--- config.mk ---
export PLATFORM = sky130hd
export DESIGN_NAME = midi_track_event_parser
export DESIGN_NICKNAME = d
export VERILOG_FILES = /design/src/mtep_pkg.sv /design/src/mtep_core.sv /design/src/mtep_out_reg.sv /design/src/midi_track_event_parser.sv
export SDC_FILE = /design/constraint.sdc
export NUM_CORES = 1
export LEC_CHECK = 0
export BUFFER_PORTS_ARGS = -buffer_cell sky130_fd_sc_hd__buf_4
export CORE_MARGIN = 3
export CORE_UTILIZATION = 55
export CTS_CLUSTER_DIAMETER = 30
export DETAILED_ROUTE_END_ITERATION = 6
export PLACE_DENSITY = 0.87
export SLEW_MARGIN = 20
export SYNTH_ARGS = -nofsm -noshare
export SYNTH_HDL_FRONTEND = slang
export SYNTH_SLANG_ARGS = --single-unit
--- constraint.sdc ---
create_clock -name clk -period 7.3 [get_ports clk]
set_clock_uncertainty 0.15 [all_clocks]
set_input_delay 1.46 -clock clk [delete_from_list [all_inputs] [get_ports clk]]
set_output_delay 1.46 -clock clk [all_outputs]
set_load 0.01 [all_outputs]
--- src/mtep_pkg.sv ---
`timescale 1ns / 1ps
// ----------------------------------------------------------------------------
// mtep_pkg
// Types and constants shared by the MIDI track event parser modules.
// ----------------------------------------------------------------------------
package mtep_pkg;

  localparam int PhaseW = 4;

  localparam logic [PhaseW-1:0] PH_DELTA     = 4'd0;
  localparam logic [PhaseW-1:0] PH_STATUS    = 4'd1;
  localparam logic [PhaseW-1:0] PH_META_TYPE = 4'd2;
  localparam logic [PhaseW-1:0] PH_LEN       = 4'd3;
  localparam logic [PhaseW-1:0] PH_SKIP      = 4'd4;
  localparam logic [PhaseW-1:0] PH_DATA1     = 4'd5;
  localparam logic [PhaseW-1:0] PH_DATA2     = 4'd6;

  localparam logic [7:0] ST_META       = 8'hFF;
  localparam logic [7:0] ST_SYSEX      = 8'hF0;
  localparam logic [7:0] ST_SYSEX_CONT = 8'hF7;
  localparam logic [7:0] META_TEMPO    = 8'h51;
  localparam logic [3:0] HI_PROGRAM    = 4'hC;
  localparam logic [3:0] HI_PRESSURE   = 4'hD;

  localparam logic KIND_SHORT = 1'b0;
  localparam logic KIND_TEMPO = 1'b1;

  typedef struct packed {
    logic        valid;
    logic [31:0] abs_tick;
    logic        event_kind;
    logic [23:0] event_word;
  } mtep_result_t;

  typedef struct packed {
    logic [PhaseW-1:0] phase;
    logic              halted;
  } mtep_status_t;

endpackage

--- src/mtep_core.sv ---
`timescale 1ns / 1ps
// ----------------------------------------------------------------------------
// mtep_core
// Parser state and the single-pass step logic for one track byte.
// ----------------------------------------------------------------------------
module mtep_core import mtep_pkg::*; (
  input  logic         clk,
  input  logic         rst,
  input  logic         step,
  input  logic [7:0]   data_byte,
  input  logic         last_byte,
  output mtep_result_t result,
  output mtep_status_t status
);

  logic [PhaseW-1:0] phase, phase_next;
  logic [7:0]        running_status, running_status_next;
  logic [31:0]       tick_sum, tick_sum_next;
  logic [31:0]       vlq_accum, vlq_accum_next;
  logic [31:0]       bytes_remaining, bytes_remaining_next;
  logic [7:0]        meta_kind, meta_kind_next;
  logic [23:0]       payload_capture, payload_capture_next;
  logic              halted, halted_next;

  logic [31:0] vlq_shift;
  logic [31:0] rem_dec;
  logic        rs_sysex;
  logic        rs_one_data;

  assign vlq_shift   = {vlq_accum[24:0], data_byte[6:0]};
  assign rem_dec     = bytes_remaining - 32'd1;
  assign rs_sysex    = (running_status == ST_SYSEX) || (running_status == ST_SYSEX_CONT);
  assign rs_one_data = (running_status[7:4] == HI_PROGRAM) ||
                       (running_status[7:4] == HI_PRESSURE);

  always_comb begin
    phase_next           = phase;
    running_status_next  = running_status;
    tick_sum_next        = tick_sum;
    vlq_accum_next       = vlq_accum;
    bytes_remaining_next = bytes_remaining;
    meta_kind_next       = meta_kind;
    payload_capture_next = payload_capture;
    halted_next          = halted;
    result.valid         = 1'b0;
    result.abs_tick      = tick_sum;
    result.event_kind    = KIND_SHORT;
    result.event_word    = {8'd0, data_byte, running_status};

    if (!halted) begin
      unique case (phase)
        PH_DELTA: begin
          vlq_accum_next = vlq_shift;
          if (!data_byte[7]) begin
            tick_sum_next  = tick_sum + vlq_shift;
            vlq_accum_next = 32'd0;
            phase_next     = PH_STATUS;
          end
        end
        PH_STATUS: begin
          if (data_byte[7]) begin
            running_status_next = data_byte;
            if (data_byte == ST_META) begin
              phase_next = PH_META_TYPE;
            end else if (data_byte == ST_SYSEX || data_byte == ST_SYSEX_CONT) begin
              phase_next = PH_LEN;
            end else begin
              phase_next = PH_DATA1;
            end
          end else if (running_status == 8'd0) begin
            halted_next = 1'b1;
          end else if (running_status == ST_META) begin
            meta_kind_next = data_byte;
            phase_next     = PH_LEN;
          end else if (rs_sysex) begin
            vlq_accum_next = vlq_shift;
            if (!data_byte[7]) begin
              if (vlq_shift == 32'd0) begin
                phase_next = PH_DELTA;
              end else begin
                bytes_remaining_next = vlq_shift;
                payload_capture_next = 24'd0;
                phase_next           = PH_SKIP;
              end
            end
          end else begin
            payload_capture_next = {16'd0, data_byte};
            if (rs_one_data) begin
              result.valid = 1'b1;
              phase_next   = PH_DELTA;
            end else begin
              phase_next = PH_DATA2;
            end
          end
        end
        PH_META_TYPE: begin
          meta_kind_next = data_byte;
          phase_next     = PH_LEN;
        end
        PH_LEN: begin
          vlq_accum_next = vlq_shift;
          if (!data_byte[7]) begin
            if (vlq_shift == 32'd0) begin
              phase_next = PH_DELTA;
            end else begin
              bytes_remaining_next = vlq_shift;
              payload_capture_next = 24'd0;
              phase_next           = PH_SKIP;
            end
          end
        end
        PH_SKIP: begin
          payload_capture_next = {payload_capture[15:0], data_byte};
          bytes_remaining_next = rem_dec;
          result.event_kind    = KIND_TEMPO;
          result.event_word    = {payload_capture[15:0], data_byte};
          if (rem_dec == 32'd0) begin
            result.valid   = (running_status == ST_META) && (meta_kind == META_TEMPO) &&
                             (vlq_accum == 32'd3);
            vlq_accum_next = 32'd0;
            phase_next     = PH_DELTA;
          end
        end
        PH_DATA1: begin
          payload_capture_next = {16'd0, data_byte};
          if (rs_one_data) begin
            result.valid = 1'b1;
            phase_next   = PH_DELTA;
          end else begin
            phase_next = PH_DATA2;
          end
        end
        PH_DATA2: begin
          result.valid      = 1'b1;
          result.event_word = {data_byte, payload_capture[7:0], running_status};
          phase_next        = PH_DELTA;
        end
        default: begin
          halted_next = 1'b1;
        end
      endcase
    end

    if (last_byte) begin
      phase_next           = PH_DELTA;
      running_status_next  = 8'd0;
      tick_sum_next        = 32'd0;
      vlq_accum_next       = 32'd0;
      bytes_remaining_next = 32'd0;
      meta_kind_next       = 8'd0;
      payload_capture_next = 24'd0;
      halted_next          = 1'b0;
    end
  end

  always_ff @(posedge clk) begin
    if (rst) begin
      phase           <= PH_DELTA;
      running_status  <= 8'd0;
      tick_sum        <= 32'd0;
      vlq_accum       <= 32'd0;
      bytes_remaining <= 32'd0;
      meta_kind       <= 8'd0;
      payload_capture <= 24'd0;
      halted          <= 1'b0;
    end else if (step) begin
      phase           <= phase_next;
      running_status  <= running_status_next;
      tick_sum        <= tick_sum_next;
      vlq_accum       <= vlq_accum_next;
      bytes_remaining <= bytes_remaining_next;
      meta_kind       <= meta_kind_next;
      payload_capture <= payload_capture_next;
      halted          <= halted_next;
    end
  end

  assign status.phase  = phase;
  assign status.halted = halted;

endmodule

--- src/mtep_out_reg.sv ---
`timescale 1ns / 1ps
// ----------------------------------------------------------------------------
// mtep_out_reg
// Result register driving the master-side stream.
// ----------------------------------------------------------------------------
module mtep_out_reg import mtep_pkg::*; (
  input  logic         clk,
  input  logic         rst,
  input  logic         load,
  input  mtep_result_t result,
  output logic         tvalid,
  input  logic         tready,
  output logic [55:0]  tdata,  // abs_tick[31:0], event_word[55:32]
  output logic [0:0]   tuser   // event_kind
);

  always_ff @(posedge clk) begin
    if (rst) begin
      tvalid <= 1'b0;
    end else if (load) begin
      tvalid <= 1'b1;
    end else if (tready) begin
      tvalid <= 1'b0;
    end
  end

  always_ff @(posedge clk) begin
    if (load) begin
      tdata <= {result.event_word, result.abs_tick};
      tuser <= result.event_kind;
    end
  end

endmodule

--- src/midi_track_event_parser.sv ---
`timescale 1ns / 1ps
// ----------------------------------------------------------------------------
// midi_track_event_parser
// Parses a MIDI track body byte by byte into timed short and tempo events.
// ----------------------------------------------------------------------------
//  Channel   Direction  tdata                         tuser        tlast
//  s_axis    in         data_byte[7:0]                -            last_byte
//  m_axis    out        abs_tick[31:0], word[55:32]   event_kind   -
//
// One byte a cycle is sustained while the result register is not stalled.
// Each byte is latched in an input register, then one pass of the step logic
// updates the parser state and loads the result register. rst clears the
// parser to its start-of-track state; last_byte does the same after its
// byte. A stalled result register holds the step, and the input register
// then holds its byte.
// ----------------------------------------------------------------------------
module midi_track_event_parser import mtep_pkg::*; (
  input  logic        clk,
  input  logic        rst,
  input  logic        s_tvalid,
  output logic        s_tready,
  input  logic [7:0]  s_tdata,   // data_byte
  input  logic        s_tlast,
  output logic        m_tvalid,
  input  logic        m_tready,
  output logic [55:0] m_tdata,   // abs_tick[31:0], event_word[55:32]
  output logic [0:0]  m_tuser    // event_kind
);

  logic         in_valid;
  logic [7:0]   in_byte;
  logic         in_last;
  logic         out_free;
  logic         fire;
  logic         load;
  mtep_result_t res;
  mtep_status_t st;

  assign out_free = !m_tvalid || m_tready;
  assign fire     = in_valid && out_free;
  assign load     = fire && res.valid;
  assign s_tready = !in_valid || fire;

  always_ff @(posedge clk) begin
    if (rst) begin
      in_valid <= 1'b0;
    end else if (s_tready) begin
      in_valid <= s_tvalid;
    end
  end

  always_ff @(posedge clk) begin
    if (s_tready && s_tvalid) begin
      in_byte <= s_tdata;
      in_last <= s_tlast;
    end
  end

  mtep_core u_core (
    .clk       (clk),
    .rst       (rst),
    .step      (fire),
    .data_byte (in_byte),
    .last_byte (in_last),
    .result    (res),
    .status    (st)
  );

  mtep_out_reg u_out (
    .clk    (clk),
    .rst    (rst),
    .load   (load),
    .result (res),
    .tvalid (m_tvalid),
    .tready (m_tready),
    .tdata  (m_tdata),
    .tuser  (m_tuser)
  );

  a_last_resets: assert property (@(posedge clk) disable iff (rst)
    fire && in_last |=> st.phase == PH_DELTA && !st.halted)
    else $error("parser not back at delta phase after last byte");

  a_halted_silent: assert property (@(posedge clk) disable iff (rst)
    st.halted |-> !res.valid)
    else $error("event produced while halted");

  a_no_overwrite: assert property (@(posedge clk) disable iff (rst)
    m_tvalid && !m_tready |-> !load)
    else $error("result register overwritten while stalled");

  a_tempo_from_skip: assert property (@(posedge clk) disable iff (rst)
    res.valid && res.event_kind == KIND_TEMPO |-> st.phase == PH_SKIP)
    else $error("tempo event outside payload skip");

endmodule

; Word level (Yosys, flattened, before mapping)
; Index checks and enable logic that the tools add are counted.
[totals]
in_bits = 13
wordCells = 150
out_inout_bits = 59
register_bits = 209
[op_classes]
n_reduce_logical = 33
muxes = 73
eq_ne = 27
addsub = 2
[ops]
columns = operator, n
row1 = 32-bit two-way mux, 20
row2 = 24-bit two-way mux, 8
row3 = 32-bit case mux with 4 select lines, 1
row4 = 24-bit case mux with 4 select lines, 1
row5 = 32-bit case mux with 3 select lines, 1
row6 = 8-bit two-way mux, 9
row7 = 32-bit logical NOT, 2
row8 = 8-bit == test (second input constant), 6
row9 = 24-bit case mux with 2 select lines, 1
row10 = 4-bit two-way mux, 10
row11 = 32-bit adder, 1
row12 = 32-bit by 2-bit == test with 1-bit output (second input constant), 1
row13 = 32-bit by 1-bit subtractor with 32-bit output (second input constant), 1
row14 = 4-bit case mux with 7 select lines, 1
row15 = 16-bit two-way mux, 1
row16 = 8-bit case mux with 2 select lines, 1
row17 = 8-bit AND reduction, 2
row18 = 3-bit inequality test (second input constant), 5
row19 = 1-bit two-way mux, 14
row20 = 7-bit AND reduction, 2
row21 = 4-bit by 3-bit == test with 1-bit output (second input constant), 3
row22 = 5-bit nonzero test, 2
row23 = 3-bit two-way mux, 3
row24 = 3-bit by 2-bit inequality test with 1-bit output (second input constant), 3
row25 = 21 further kinds, 36

; Logic depth before layout (Yosys ltp)
; Gate-level depths: netlist (run 1).
[logic_depth]
depth_word = 11
depth_mapped = 12
mapped_depth_nobuf = 10

; By module
; From an unflattened synthesis (run 1), not the netlist that was laid out.
[hier_totals]
hier_cells = 1137
hier_area_um2 = 10472.5
[by_module_without_submodules]
columns = mod, cells_per_inst, n_inst, area_per_inst_um2, seq_area_each_um2
row1 = mtep_core, 1059, 1, 8370.5, 2642.5
row2 = mtep_out_reg, 61, 1, 1750.4, 1731.7
row3 = midi_track_event_parser, 17, 1, 351.6, 290.3

; Worst setup path before layout (run 1)
; Ideal clock, no wire load.
[synth_timing]
kind = register to register
from = register u_core.bytes_remaining[18]
to = register u_out.tdata[0] (enable)
setup_time_ps = 559
setup_slack_ps = 346
path_stages_with_launch = 9
arrival_ps = 6245
n_path_buf = 0
synth_period_minus_slack_ps = 6954
required_time_ps = 6591
path_cell_list = dfxtp_1 > or4_1 > nor3_2 > nor4bb_1 > xor2_1 > nand4b_1 > nor3_1 > nand4_1 > a21boi_0
[synth_between]
elab_chain_cells = 6
[synth_lines]
columns = item, line_no
row1 = from (decl), mtep_core.sv:20  ; logic [31:0] bytes_remaining, bytes_remaining_next;
row2 = from (signal assigned), mtep_core.sv:171  ; bytes_remaining <= bytes_remaining_next;
row3 = 32-bit by 1-bit subtractor with 32-bit output, mtep_core.sv:31  ; assign rem_dec = bytes_remaining - 32'd1;
row4 = 32-bit logical NOT, mtep_core.sv:117  ; if (rem_dec == 32'd0) begin
row5 = 1-bit two-way mux, mtep_core.sv:117
row6 = 1-bit case mux with 4 select lines, mtep_core.sv:51  ; unique case (phase)
row7 = 1-bit two-way mux, mtep_core.sv:50  ; if (!halted) begin
row8 = 1-bit logical AND, midi_track_event_parser.sv:41  ; assign load = fire && res.valid;
row9 = named net load, midi_track_event_parser.sv:35  ; logic load;
row10 = to (signal assigned), mtep_out_reg.sv:29  ; tdata <= {result.event_word, result.abs_tick};
row11 = to (decl), mtep_out_reg.sv:13  ; output logic [55:0] tdata,
; The timed path passes the listed nets, and every way through them passes these cells.
; A chain may end at the register's enable or synchronous reset.

; Final worst setup path (run 1)
[layout_timing]
from = register u_core.phase[2]
to = register u_out.tdata[0] (enable)
[layout_between]
elab_chain_cells = 4
elab_cells_between_ends = 7
classes_between = eq/ne (4) / mux (2) / reduce/logical (1)
[layout_lines]
columns = item, line_no
row1 = from (decl), mtep_core.sv:16  ; logic [PhaseW-1:0] phase, phase_next;
row2 = from (signal assigned), mtep_core.sv:167  ; phase <= phase_next;
row3 = 4-bit by 3-bit == test with 1-bit output / 4-bit by 1-bit == test with 1-bit output (equally long branches), mtep_core.sv:51
row4 = 1-bit case mux with 4 select lines *, mtep_core.sv:51
row5 = 1-bit two-way mux *, mtep_core.sv:50
row6 = 1-bit logical AND *, midi_track_event_parser.sv:41
row7 = named net load, midi_track_event_parser.sv:35
; Mark *: on every way through the listed nets, which the timed path passes. The rest lies on a longest branch.

==> flow_metrics.py, run 1 <==
metrics = {
    "clocking": {
        "cts_resized": 0,
        "cts.sinks": 200,
        "clkLatencyLatePin_ps": 440,
        "clockBufferDepth": 2,
        "postCtsHoldBufs": 0,
        "root_buffer": "clkbuf_16",
        "numCtsBuffers": 17,
        "clk_pin_slew_ps": 70,
        "cts_tree": "built",
        "h-tree-depth": 4,
        "cts_setup_buffers": 0,
    },
    "sta": {
        "slew_violations": 0,
        "worst_slack_ps": 3160,
        "period_share": 0.5672,
        "fin_tns_setup_ps": 0,
        "layout_min_cycle_time_ps": 4140,
        "rsz0062_at_grt": "no",
        "finalHoldViolCount": 0,
        "slew_headroom": 0.3679,
        "worst_pin_slew_ps": 948.2,
        "fmax_ghz": 0.2415,
        "finalSetupViolCount": 0,
    },
    "worst_setup_path": {
        "crit_top_cell": "buf_4",
        "criticalPathCategory": "reg2reg",
        "timing.rr.end": "u_out.tdata[0]",
        "timing.rr.start": "u_core.phase[2]",
        "r2r.worst_path.cells": 8,
        "cp_cell_sequence": "nand2_1 > nor2_2 > buf_4 > nand4b_1 > nor4_1 > nand4_1 > a21boi_4 > buf_4",
        "worstPathArrival_ps": 4060,
        "critical_path_required_ps": 7220,
        "slowest_delay_ps": 820,
        "start_kind": "register",
        "path_max_fanout": 57,
        "end_kind": "register",
        "crit_slowest_cell": "dfxtp_1",
        "r2r_slack_ps": 3160,
    },
    "worst_hold_path": {
        "hold_path_depth": 0,
        "holdPathEnd": "u_out.tdata[9]",
        "hp-class": "reg2reg",
        "min_from": "u_core.tick_sum[9]",
    },
    "synth": {
        "syn_area_um2": 10190,
        "ys_warn_count": 0,
        "synthArstFlopShare": 0,
        "syn_inst": 1090,
        "ys.flop_type": "dfxtp_1",
        "synth-edff-count": 66,
        "ys_seq_area_frac": 0.4575,
        "synth_cell_types": 77,
        "postSynthAreaPerCell_um2": 9.353,
        "syn-num-nets": 1137,
        "synth_seq_cells": 200,
    },
    "floorplanning": {
        "die_y_um": 142.1,
        "num_rows": 49,
        "core_um2": 18090,
        "io_pins": 72,
        "initial_utilization": 0.5637,
        "die-area_um2": 20210,
        "die_w_um": 142.1,
    },
    "grt": {
        "antenna_found_initial": 0,
        "gr-total-overflow": 0,
        "grt_pass1_wl_um": 42400,
        "grt_max_degree": 88,
        "grt.total_usage": 0.2602,
        "grt_pass1_vias": 8251,
    },
    "power_and_ir_drop": {
        "p_seq_frac": 0.510,
        "pwr_density_cell_nw_per_um2": 202.5,
        "swShare": 0.2587,
        "switching_power_uw": 600.0,
        "fin_total_pwr_uw": 2320,
        "intPower_uw": 1720,
        "power_frac_comb": 0.073,
        "power.share.clock": 0.416,
        "leakagePower_uw": 0.004473,
        "ir_worst_vdd_uv": 164.1,
    },
    "final_layout": {
        "finish.instance_area_um2": 11460,
        "n_antenna_cell": 0,
        "nFillCells": 1420,
        "nets": 1175,
        "layout-drive-gt1-share": 0.1332,
        "area_growth_pct": 12.37,
    },
    "placed_design": {
        "post-dp-hpwl_um": 17840,
        "place_ws_ps": 3077,
        "placed_area_um2": 10840,
        "port_buffers": 71,
        "place.gp.congestion": 0.9608,
    },
    "detailed_routing": {
        "drc": 0,
        "wl_per_cell_um": 19.25,
        "vias_per_cell": 6.482,
        "vias": 8880,
        "antenna_left": 0,
        "drt-initial-drc-count": 994,
        "routed_wl_um": 26370,
        "dr.pass1.iters": 6,
    },
    "status": {
        "outcome": "complete, no violations",
    },
    "flow_run": {
        "maxCapViolations": 0,
    },
}
==> cells in the mapped netlist (22+ instances only) <==
master / n / share of area
xnor2_1: 32 / 0.027
nand2_1: 82 / 0.030
nor3_1: 25 / 0.012
a22oi_1: 23 / 0.017
nand3_1: 22 / 0.011
ha_1: 33 / 0.041
a21oi_1: 92 / 0.045
dfxtp_1: 134 / 0.26
a22o_1: 55 / 0.047
clkbuf_1: 49 / 0.018
edfxtp_1: 66 / 0.19
o21ai_0: 51 / 0.025
nor2_1: 150 / 0.055
==> cells in the final DEF (no fill, tap or decap), types with 4 or more instances in the layout <==
cell and count:
a2111oi_0 13, a211oi_1 6, a21o_1 19, a21oi_1 91, a22o_1 55, a22oi_1 23
a31oi_1 9, and2_1 5, and3_1 6, buf_4 79, clkbuf_16 19, dfxtp_1 134
edfxtp_1 66, ha_1 33, inv_1 10, mux2_2 16, mux2i_1 16, nand2_1 82
nand2b_1 9, nand3_1 22, nand4_1 13, nand4b_1 4, nor2_1 149, nor2b_1 12
nor3_1 25, nor4_1 21, o211ai_1 7, o21a_1 6, o21ai_0 50, o31ai_1 10
or2_2 5, or3_1 4, xnor2_1 32, xor2_1 7
==> worst max-delay path by stage <==
stage | start | end | slack, ps | cells after the start
CTS | u_core.phase[2] | u_out.tdata[25] | 3260 | 8
finish | u_core.phase[2] | u_out.tdata[0] | 3160 | 8
detailed placement | rst | u_core.vlq_accum[8] | 3080 | 6
global placement | rst | u_core.vlq_accum[31] | 3200 | 6
global route | u_core.phase[2] | u_out.tdata[25] | 2940 | 8
floorplan | u_core.bytes_remaining[18] | u_out.tdata[0] | 350 | 8
==> cell families (layout without fill, tap and decap cells) <==
family                   Yosys count  in the layout  share of synthesized area
adder cells (fa/ha/maj)           34             34                    0.04246
AND/OR/NAND/NOR                  383            383                     0.1809
multiplexers                      32             32                    0.03338
AO/OA/AOI/OAI                    331            331                     0.2231
XOR/XNOR                          39             39                    0.03351
buffers and inverters             71            122                    0.02909
flip-flops                       200            200                     0.4575
==> cell type report <==
class	instances	area, µm²	share of cell area
inverters	11	41.29	0.003604
clock buffers	20	489.2	0.04270
clock inverters	12	126.4	0.01103
multi-input cells	819	5255	0.4587
repair buffers	79	593.1	0.05177
well taps	229	286.5	0.02501
flip-flops and latches	200	4664	0.4072
==> state kept, by name (all words and copies together), names as in the netlist <==
| signal | cells |
|---|---|
| in_byte | 8 |
| in_last | 1 |
| in_valid | 1 |
| u_core.bytes_remaining | 32 |
| u_core.halted | 1 |
| u_core.meta_kind | 8 |
| u_core.payload_capture | 16 |
| u_core.phase | 3 |
| u_core.running_status | 8 |
| u_core.tick_sum | 32 |
| u_core.vlq_accum | 32 |
| u_out.tdata | 56 |
| u_out.tuser | 1 |
| u_out.tvalid | 1 |
==> stage by stage <==
stage               hold WS [ps]  utilization  std cells
global route               335.5       0.6334       1370
global placement           302.6       0.5992       1338
detailed placement         309.1       0.5994       1338
CTS                        327.4       0.6334       1370
floorplan                  284.5            -       1090
finish                     324.3       0.6334       1370
==> worst max-delay path: cells and delay by family, from the launching register on <==
kind | cells | cell delay, ps
flops | 1 | 820
simple gates | 5 | 1540
compound gates | 1 | 230
buf+inv | 2 | 940
==> layer usage <==
layer | track usage | wire, µm | up-vias
li1 | - | - | 4168
met1 | 0.3624 | 11540 | 4193
met2 | 0.4007 | 11850 | 441
met3 | 0.05175 | 2089 | 78
met4 | 0.1020 | 877 | 0
met5 | 0 | 0 | -
==> power by group through the flow <==
stage	clock [µW]	combinational, µW	sequential (µW)
after floorplan	0	136	1190
after global placement	0	161	1210
after detailed placement	0	165	1210
after CTS	976	167	1180
after global routing	1020	187	1180
final	966	170	1180
No activity file was read; power rests on OpenSTA's default activity.
==> run 2: changes to the inputs <==
Clock period 7.3 ns to 3.7 ns, I/O delays scaled along.
==> run 2 against run 1 <==
Global-route usage rose by 1.3 points. Highest routed layer unchanged. Die area did not move. Worst setup slack got worse by 2900 ps. Critical endpoint is now u_out.tdata[32]. Combinational power rose by 130%. Flip-flop and latch count did not move. Cell area rose by 1.7%. Worst hold slack got worse by 6.5 ps. Power rose by 97%. Register-to-register slack got worse by 2900 ps. Clock-buffer cell count rose by 2. Via count rose by 1.7%.
==> flow_metrics.py, run 2 (synthesized netlist as in run 1, its figures left out) <==
metrics = {
    "power_and_ir_drop": {
        "leakagePower_uw": 0.004592,
        "ir_worst_vdd_uv": 346.8,
        "pwr_density_cell_nw_per_um2": 392.2,
        "fin_total_pwr_uw": 4571,
    },
    "worst_setup_path": {
        "timing.rr.start": "u_core.bytes_remaining[18]",
        "r2r.worst_path.cells": 9,
        "crit_slowest_cell": "or4_1",
        "worstPathArrival_ps": 3390,
        "cp_cell_sequence": "or4_1 > nor3_4 > nor4bb_2 > xnor2_1 > nand2_1 > nor3_1 > nand4_1 > a21boi_4 > buf_4",
        "start_kind": "register",
        "cp.buffers_inverters": 1,
        "criticalPathCategory": "reg2reg",
        "slowest_delay_ps": 640,
        "r2r_slack_ps": 270,
        "path_max_fanout": 25,
        "end_kind": "register",
        "timing.rr.end": "u_out.tdata[32]",
        "critical_path_required_ps": 3660,
        "critPathTopFamily": "simple AND/OR/NAND/NOR gates",
    },
    "status": {
        "outcome": "complete, no violations",
    },
    "sta": {
        "slew_headroom": 0.3511,
        "layout_min_cycle_time_ps": 3434,
        "period_share": 0.9280,
        "finalHoldViolCount": 0,
        "worst_pin_slew_ps": 973.4,
        "rsz0062_at_grt": "no",
        "worst_slack_ps": 266.4,
        "finalSetupViolCount": 0,
        "slew_violations": 0,
        "fmax_ghz": 0.2912,
        "fin_tns_setup_ps": 0,
    },
    "floorplanning": {
        "die_y_um": 142.1,
        "io_pins": 72,
        "initial_utilization": 0.5637,
        "num_rows": 49,
        "die_w_um": 142.1,
        "core_um2": 18090,
        "die-area_um2": 20210,
    },
    "grt": {
        "grt_pass1_wl_um": 44400,
        "grt.total_usage": 0.2735,
        "grt_pass1_vias": 8499,
        "antenna_found_initial": 0,
        "gr-total-overflow": 0,
        "grt_max_degree": 87,
    },
    "clocking": {
        "clkLatencyLatePin_ps": 440,
        "postCtsHoldBufs": 0,
        "cts_resized": 0,
        "cts_tree": "built",
        "clk_pin_slew_ps": 70,
        "cts.sinks": 200,
        "clockBufferDepth": 2,
        "h-tree-depth": 4,
        "numCtsBuffers": 17,
        "root_buffer": "clkbuf_16",
        "cts_setup_buffers": 0,
    },
    "placed_design": {
        "placed_area_um2": 11050,
        "place_ws_ps": 233.3,
        "post-dp-hpwl_um": 18940,
        "port_buffers": 71,
        "place.gp.congestion": 0.9523,
    },
    "final_layout": {
        "layout_commonest_cell": "nor2_1",
        "area_growth_pct": 14.34,
        "fin_util": 0.6445,
        "nets": 1199,
        "n_antenna_cell": 0,
        "layout-drive-gt1-share": 0.1511,
        "finish.instance_area_um2": 11660,
        "layout_common_cells": "nor2_1, dfxtp_1, buf_4",
        "largest_register_ffs": 56,
        "nFillCells": 1408,
        "regMostFlops": "u_out.tdata",
    },
    "flow_run": {
        "maxCapViolations": 0,
    },
    "worst_hold_path": {
        "holdPathEnd": "in_last",
        "hold_path_depth": 1,
        "hp-class": "in2reg",
        "min_from": "s_tlast",
    },
    "detailed_routing": {
        "routed_wl_um": 27900,
        "antenna_left": 0,
        "wl_per_cell_um": 20.01,
        "drc": 0,
        "vias": 9031,
        "drt-initial-drc-count": 907,
        "dr.pass1.iters": 6,
        "vias_per_cell": 6.478,
    },
}
## run 2: cell type report
cell class	count	area [µm²]	area share
repair buffers	103	798.3	0.06848
clock inverters	10	105.1	0.009017
multi-input cells	819	5276	0.4527
well taps	229	286.5	0.02458
clock buffers	22	484.2	0.04154
inverters	11	41.29	0.003542
flip-flops and latches	200	4664	0.4002
## run 2: where the power goes
group / internal (µW) / switching [µW] / leakage, µW
registers: 2280 / 31.3 / 0.00168
logic: 139 / 255 / 0.00262
clock network: 1020 / 851 / 0.000288
total: 3430 / 1140 / 0.00459
## run 2: worst max-delay path by stage
stage	from	to	slack [ps]	depth (start not counted)
2_1_floorplan	u_core.bytes_remaining[18]	u_out.tdata[0]	10	8
3_3_place_gp	u_core.bytes_remaining[2]	u_out.tdata[34]	320	9
3_5_place_dp	u_core.bytes_remaining[2]	u_out.tdata[34]	230	9
4_1_cts	u_core.bytes_remaining[2]	u_out.tdata[32]	210	9
5_1_grt	u_core.bytes_remaining[18]	u_out.tdata[32]	40	9
6_report	u_core.bytes_remaining[18]	u_out.tdata[32]	270	9
## run 2: stage by stage
stage / instances / hold slack, ps
after global placement: 1362 / 302.7
after global routing: 1394 / 302.5
after CTS: 1394 / 310.6
after floorplan: 1090 / 284.5
final: 1394 / 317.8
after detailed placement: 1362 / 304.3
## run 2: worst register-to-register path, cell delays in order, from the launching register on
cell      delay, ps
dfxtp_1         390
or4_1           640
nor3_4          260
nor4bb_2        370
xnor2_1         190
nand2_1          90
nor3_1          190
nand4_1         210
a21boi_4        250
buf_4           350
## run 2: layer usage
| metal | share of wire | up-vias | global-route usage |
|---|---|---|---|
| met1 | 0.43 | 4245 | 0.3756 |
| met4 | 0.028 | 0 | 0.1020 |
| met3 | 0.092 | 64 | 0.06149 |
| met2 | 0.45 | 497 | 0.4248 |
| met5 | 0 | - | 0 |
| li1 | - | 4225 | - |
